===== src/rtl/kwsm_pkg.sv =====
`timescale 1ns / 1ps
`default_nettype none
// ----------------------------------------------------------------------------
// kwsm_pkg
// Shared codes and control types for the sorted merge block and its cells.
// ----------------------------------------------------------------------------
package kwsm_pkg;

    localparam logic       OP_PUSH  = 1'b0;
    localparam logic       OP_PULL  = 1'b1;

    localparam logic [1:0] ST_OK    = 2'd0;
    localparam logic [1:0] ST_DROP  = 2'd1;
    localparam logic [1:0] ST_EMPTY = 2'd2;

    typedef struct packed {
        logic push;
        logic take;
        logic clear;
    } cell_cmd_t;

    typedef struct packed {
        logic full;
        logic nonempty;
        logic remain;
    } cell_flags_t;

endpackage
`default_nettype wire


===== src/rtl/kwsm_cell.sv =====
`timescale 1ns / 1ps
`default_nettype none
// ----------------------------------------------------------------------------
// kwsm_cell
// One list of the merge: its element memory, read position and fill count,
// and one link of the minimum-scan chain.
// ----------------------------------------------------------------------------
module kwsm_cell #(
    parameter int CELL_IDX    = 0,
    parameter int IDX_W       = 3,
    parameter int LIST_DEPTH  = 64,
    parameter int VALUE_WIDTH = 32
) (
    input  wire logic                   clk,
    input  wire logic                   rst_n,
    input  wire kwsm_pkg::cell_cmd_t    cmd,
    input  wire logic [2:0]             push_idx,
    input  wire logic [VALUE_WIDTH-1:0] push_word,
    input  wire logic [IDX_W-1:0]       sel_idx,
    input  wire logic                   best_in_valid,
    input  wire logic [VALUE_WIDTH-1:0] best_in_value,
    input  wire logic [IDX_W-1:0]       best_in_idx,
    output logic                        best_out_valid,
    output logic [VALUE_WIDTH-1:0]      best_out_value,
    output logic [IDX_W-1:0]            best_out_idx,
    output kwsm_pkg::cell_flags_t       flags
);
    import kwsm_pkg::*;

    localparam int CNT_W  = $clog2(LIST_DEPTH + 1);
    localparam int ADDR_W = (LIST_DEPTH > 1) ? $clog2(LIST_DEPTH) : 1;

    logic [VALUE_WIDTH-1:0] mem [LIST_DEPTH];
    logic [VALUE_WIDTH-1:0] head_reg;
    logic [CNT_W-1:0]       rp_reg;
    logic [CNT_W-1:0]       fill_reg;
    logic                   best_valid_reg;
    logic [VALUE_WIDTH-1:0] best_value_reg;
    logic [IDX_W-1:0]       best_idx_reg;
    logic                   nonempty;
    logic                   full;
    logic                   selected;
    logic                   wr_en;
    logic                   win;

    assign nonempty = rp_reg < fill_reg;
    assign full     = fill_reg >= CNT_W'(LIST_DEPTH);
    assign selected = sel_idx == IDX_W'(CELL_IDX);
    assign wr_en    = cmd.push && (32'(push_idx) == CELL_IDX) && !full;
    assign win      = nonempty &&
                      (!best_in_valid || ($signed(head_reg) <= $signed(best_in_value)));

    assign flags.full     = full;
    assign flags.nonempty = nonempty;
    assign flags.remain   = selected ? (CNT_W'(rp_reg + 1'b1) < fill_reg) : nonempty;

    always_ff @(posedge clk)
    begin
        if (wr_en)
        begin
            mem[fill_reg[ADDR_W-1:0]] <= push_word;
        end
        head_reg <= mem[rp_reg[ADDR_W-1:0]];
    end

    always_ff @(posedge clk or negedge rst_n)
    begin
        if (!rst_n)
        begin
            rp_reg         <= '0;
            fill_reg       <= '0;
            best_valid_reg <= 1'b0;
        end
        else
        begin
            best_valid_reg <= win || best_in_valid;
            if (cmd.clear)
            begin
                rp_reg   <= '0;
                fill_reg <= '0;
            end
            else
            begin
                if (cmd.take && selected)
                begin
                    rp_reg <= CNT_W'(rp_reg + 1'b1);
                end
                if (wr_en)
                begin
                    fill_reg <= CNT_W'(fill_reg + 1'b1);
                end
            end
        end
    end

    always_ff @(posedge clk)
    begin
        if (win)
        begin
            best_value_reg <= head_reg;
            best_idx_reg   <= IDX_W'(CELL_IDX);
        end
        else
        begin
            best_value_reg <= best_in_value;
            best_idx_reg   <= best_in_idx;
        end
    end

    assign best_out_valid = best_valid_reg;
    assign best_out_value = best_value_reg;
    assign best_out_idx   = best_idx_reg;

endmodule
`default_nettype wire


===== config.mk =====
export PLATFORM = sky130hd
export DESIGN_NAME = kwsm_cell
export DESIGN_NICKNAME = d
export VERILOG_FILES = /design/src/rtl/kwsm_pkg.sv /design/src/rtl/kwsm_cell.sv
export SDC_FILE = /design/constraint.sdc
export NUM_CORES = 2
export LEC_CHECK = 0
export BUFFER_PORTS_ARGS = -buffer_cell sky130_fd_sc_hd__buf_2
export CAP_MARGIN = 20
export CORE_MARGIN = 5
export CORE_UTILIZATION = 65
export DETAILED_ROUTE_END_ITERATION = 7
export PLACE_DENSITY = 0.82
export SYNTH_ARGS = -nofsm -noshare
export SYNTH_HDL_FRONTEND = slang
export SYNTH_SLANG_ARGS = --single-unit

===== constraint.sdc =====
create_clock -name clk -period 7 [get_ports clk]
set_input_delay 0.35 -clock clk [delete_from_list [all_inputs] [get_ports clk]]
set_output_delay 0.35 -clock clk [all_outputs]
set_load 0.03 [all_outputs]

### After elaboration in Yosys (flattened, before gate mapping)

Memory sizes are Yosys's and may differ from the RTL's. A register that Yosys moved wholly into a read port is not among the register bits.
Index checks and enable logic that the tools add are counted.

| word-level totals | value |
|---|---|
| logic and storage cells | 32 |
| latch bits | 0 |
| bits in read-only memories | 0 |
| memory bits (writable) | 2048 |
| register bits after elaboration | 50 |
| memories kept | 1 |

Memory list:

| memory | words | width | read ports | clocked after memory_dff | write ports | RTL line | text |
|---|---|---|---|---|---|---|---|
| mem | 64 | 32 | 1 | 1 | 1 | kwsm_cell.sv:33 | `logic [VALUE_WIDTH-1:0] mem [LIST_DEPTH];` |

| operators by class | value |
|---|---|
| div/mod/pow operators | 0 |
| shift operators | 0 |
| magnitude comparators | 4 |
| bitwise logic cells | 0 |
| $add $sub $neg | 2 |
| multipliers | 0 |
| equality and inequality tests | 0 |
| muxes and demuxes | 8 |
| reductions and logical operators | 12 |

Operators by type and width:

| cell | count |
|---|---|
| 32-bit less-or-equal comparator | 1 |
| 32-bit two-way mux | 1 |
| 7-bit two-way mux | 4 |
| 7-bit by 1-bit adder with 7-bit output (second input constant) | 2 |
| 7-bit < comparator | 2 |
| 7-bit >= comparator (second input constant) | 1 |
| 3-bit logical NOT | 2 |
| 1-bit logical AND | 4 |
| 2-bit nonzero test | 2 |
| 1-bit two-way mux | 3 |
| 1-bit logical NOT | 2 |
| 1-bit logical OR | 2 |

### Logic depth before layout (Yosys ltp)

| logic depth | value |
|---|---|
| depth after elaboration | 5 |
| depth in mapped cells | 12 |
| gate-level depth less buffers | 10 |

### Worst setup path before layout

No wires, ideal clock.

| path | value |
|---|---|
| path type | input to register |
| from | input push_idx[1] |
| to | memory mem[10][0] (enable) |
| setup slack | 3.922 ns |
| arrival | 2.657 ns |
| cell stages on the path | 5 |
| data required time | 6.579 ns |
| path through | nor3_1 -> and3_1 -> clkbuf_1 -> nand4_1 -> nor2_1 |

| on the way | value |
|---|---|
| word-level cells in the longest chain between the ends | 5 |

RTL lines:

| what | RTL line | text |
|---|---|---|
| start, declared | kwsm_cell.sv:17 | `input wire logic [2:0] push_idx,` |
| 3-bit logical NOT | kwsm_cell.sv:49 | `assign wr_en = cmd.push && (32'(push_idx) == CELL_IDX) && !full;` |
| 1-bit logical AND (2 in series) | kwsm_cell.sv:49 |  |
| 1-bit two-way mux | kwsm_cell.sv:59 | `if (wr_en)` |
| 1-bit two-way mux (not written as such) | kwsm_cell.sv:61 | `mem[fill_reg[ADDR_W-1:0]] <= push_word;` |
| end, declared | kwsm_cell.sv:33 |  |

No other way between the ends.

==> key figures <==
Min path
  – Worst Hold Path EP: mem[55][31]$_DFFE_PP_
  – Hold Path Stages: 1
  – Hold Crit Start: push_word[31]
  – Worst min-delay path category: in -> reg

STA
  – Fin crit share: 65.1%
  – Worst slew pin tran: 1.19 ns
  – Final setup TNS: 0 ns
  – Maximum clock rate: 219 MHz
  – Worst Setup Slack, final: 2.44 ns
  – Slew headroom: 20.8%
  – Unrepaired setup endpoints after global routing: no
  – Max Slew Vio Count: 0
  – Min Tclk post-route: 4.56 ns
  – Endpoints failing setup: 0
  – Worst Skew: 0.0453 ns
  – Final hold violation count: 0

Drt
  – Iter 0 DRT Violations: 7393
  – Routed wire per std cell: 36.1 um
  – Total number of vias: 44770
  – DRC viols: 5
  – Drt via density: 7.24
  – Final wirelength: 223000 um
  – Pre-Repair DR Iteration Count: 8
  – Final ANT Viol Nets: 0

Power
  – Power share of the clock group: 42.1%
  – Combinational Power Share: 2.8%
  – Static leakage: 28.3 nW
  – Register share of total power: 55.0%
  – Pwr dens: 274 mW/mm^2
  – P_sw: 5.18 mW
  – Maximum vdd drop: 0.237 mV
  – Int Power: 20.3 mW
  – Switching portion of total power: 20.4%

Synthesis
  – Post-synth cell types: 49
  – Syn Inst Count: 4093
  – Fraction of registers with async set or reset after synthesis: 0.704%
  – #FFs+latches synth: 2130
  – EDFF count, synth: 2048
  – Synth top area share: 74.8%
  – Cell Area, Synth: 0.0822 mm^2
  – Most common flop cell mapped by yosys: edfxtp_1
  – Part of the Yosys area used for sequential elements: 76.9%
  – Most frequent cell after synthesis: edfxtp_1
  – Area contributors post-synth: edfxtp_1 (75%), mux4_2 (8.6%), mux2i_1 (5.8%)
  – YS warnings: 0
  – Avg Cell Area, Syn: 20.1 um^2
  – Syn_nets: 4219
  – Cell taking the most area after synthesis: edfxtp_1
  – Top post-synthesis cells by count: edfxtp_1 (2048), mux2i_1 (477), mux4_2 (312)

Setup path
  – Crit Path Class: reg -> out
  – Critical Path Start: rp_reg[1]$_DFFE_PN0P_
  – Worst setup SP type: flip-flop
  – R2r endpoint: head_reg[30]$_DFF_P_
  – Endpoint class of the critical path: output port
  – Crit path max fanout: 48
  – R2r worst-path depth: 5
  – RR Startpoint: rp_reg[1]$_DFFE_PN0P_
  – CP arrival: 4.21 ns
  – Worst path required time: 6.65 ns
  – R2R setup slack: 2.82 ns

Placement
  – Cells after DPL: 5727
  – IO Port Bufs: 117
  – Routability congestion estimate: 0.851
  – Placement Cell Area: 0.0852 mm^2
  – Hpwl dp: 113000 um
  – Post-Place Worst Slack: 3.01 ns

Global route
  – All-Layer GR Usage: 33.6%
  – Initial antenna violation count: 21
  – First-pass GRT wire length: 315000 um
  – Grt ovf: 0
  – Vias in the first global route: 45235
  – Largest net degree at the start of global routing: 114

Status
  – Failing checks: design-rule violations
  – Status: complete, but fails checks

Cells and area
  – Area delta synth->final: 13.0%
  – Share of layout cells above drive strength 1: 20.8%
  – Largest register FFs: 2048
  – Number of fillers in the final layout: 6409
  – Post-layout util: 73.9%
  – Layout Cells excl Fill: 6185
  – Final nets: 4489
  – Design Area, Final: 0.0928 mm^2

CTS
  – Setup Fix Bufs, Post-CTS: 0
  – CTS tree: done
  – Worst-Skew Late Latency: 0.85 ns
  – Root buf cell: clkbuf_16
  – H-Tree Level Count: 4
  – CTS Buf Count: 195
  – Worst-path clk slew: 0.06 ns
  – # hold bufs at CTS: 44
  – Sink Count: 2130
  – PostCTS Resize Cnt: 0
  – Clk buf depth: 3

Die
  – Rows: 130
  – Die height: 366 um
  – Boundary Pins: 118
  – Die W: 366 um
  – Die ar.: 0.134 mm^2
  – Initial Utilization: 65.4%
  – Core Area: 0.126 mm^2

Run
  – Max-Cap Viols: 0
placed cells by master (no fill, tap or decap), drive strengths merged, types with 8 or more instances in the layout:
| cell | n |
|---|---|
| dlygate4sd3 | 63 |
| o221ai | 239 |
| nand3 | 21 |
| mux4 | 312 |
| nand4 | 11 |
| mux2 | 33 |
| mux2i | 477 |
| buf | 242 |
| xnor2 | 10 |
| ha | 47 |
| clkbuf | 249 |
| clkinv | 82 |
| o22ai | 121 |
| inv | 48 |
| a21oi | 144 |
| diode | 8 |
| dfrtp | 15 |
| dfxtp | 67 |
| bufinv | 20 |
| o21ai | 15 |
| edfxtp | 2048 |
| nand2 | 139 |
| nor2 | 83 |
metrics by stage:
step           hold WS, ns  total power [mW]
3_3_place_gp         0.312              14.9
2_1_floorplan       0.0544              14.6
6_report            0.0483              25.5
4_1_cts             0.0801              25.4
5_1_grt             0.0198              26.1
3_5_place_dp         0.323              14.9
layer usage:
| layer | up-vias | track usage, % | routed length [um] |
|---|---|---|---|
| li1 | 17621 | - | - |
| met5 | - | 1.27 | 405 |
| met4 | 25 | 15.6 | 11100 |
| met1 | 22404 | 43.1 | 72000 |
| met2 | 3994 | 53.2 | 106000 |
| met3 | 726 | 10.7 | 33500 |
logic make-up after synthesis:
family,Yosys count,synth area share [%]
AOI/OAI and AO/OA,531,4.56
xor gates and xnor gates,15,0.160
adders and majority gates,47,0.716
buffers and inverters,273,1.43
DFF,2130,76.9
muxes,822,14.8
and+or+nand+nor,275,1.39
power by group through the flow:
stage	sequential (mW)	clock (mW)	combinational, mW
after global routing	14.0	11.3	0.756
after CTS	14.0	10.7	0.653
after global placement	14.3	0	0.602
final	14.0	10.7	0.719
after floorplan	14.3	0	0.300
after detailed placement	14.3	0	0.625
worst max path at each step:
stage          slack, ns  cells past startpoint              endpoint
2_1_floorplan       3.92                      5  mem[10][0]$_DFFE_PP_
3_3_place_gp        3.07                      5  head_reg[30]$_DFF_P_
3_5_place_dp        3.01                      5  head_reg[30]$_DFF_P_
4_1_cts             2.46                     11              flags[0]
5_1_grt             2.30                     11              flags[0]
6_report            2.44                     11              flags[0]
critical path, stage by stage, from the launching register on:
cell	delay, ns
dfrtp_4	0.82
buf_4	0.78
and2_1	0.26
nand2_1	0.10
xnor2_1	0.17
ha_1	0.30
nor2b_1	0.12
o21ai_0	0.16
a21oi_1	0.10
nor2_1	0.17
mux2_2	0.19
buf_2	0.21
area by class of cell:
type / instances / area [um^2] / area share, %
clock buffer: 249 / 5220 / 5.63
sequential: 2130 / 63200 / 68.1
tap: 1650 / 2060 / 2.22
antenna: 8 / 20.0 / 0.0216
clock inverter: 112 / 1190 / 1.28
timing repair buffer: 305 / 2650 / 2.86
inverter: 41 / 159 / 0.171
multi-input combinational: 1690 / 18300 / 19.7
(Power assumes the default switching activity.)
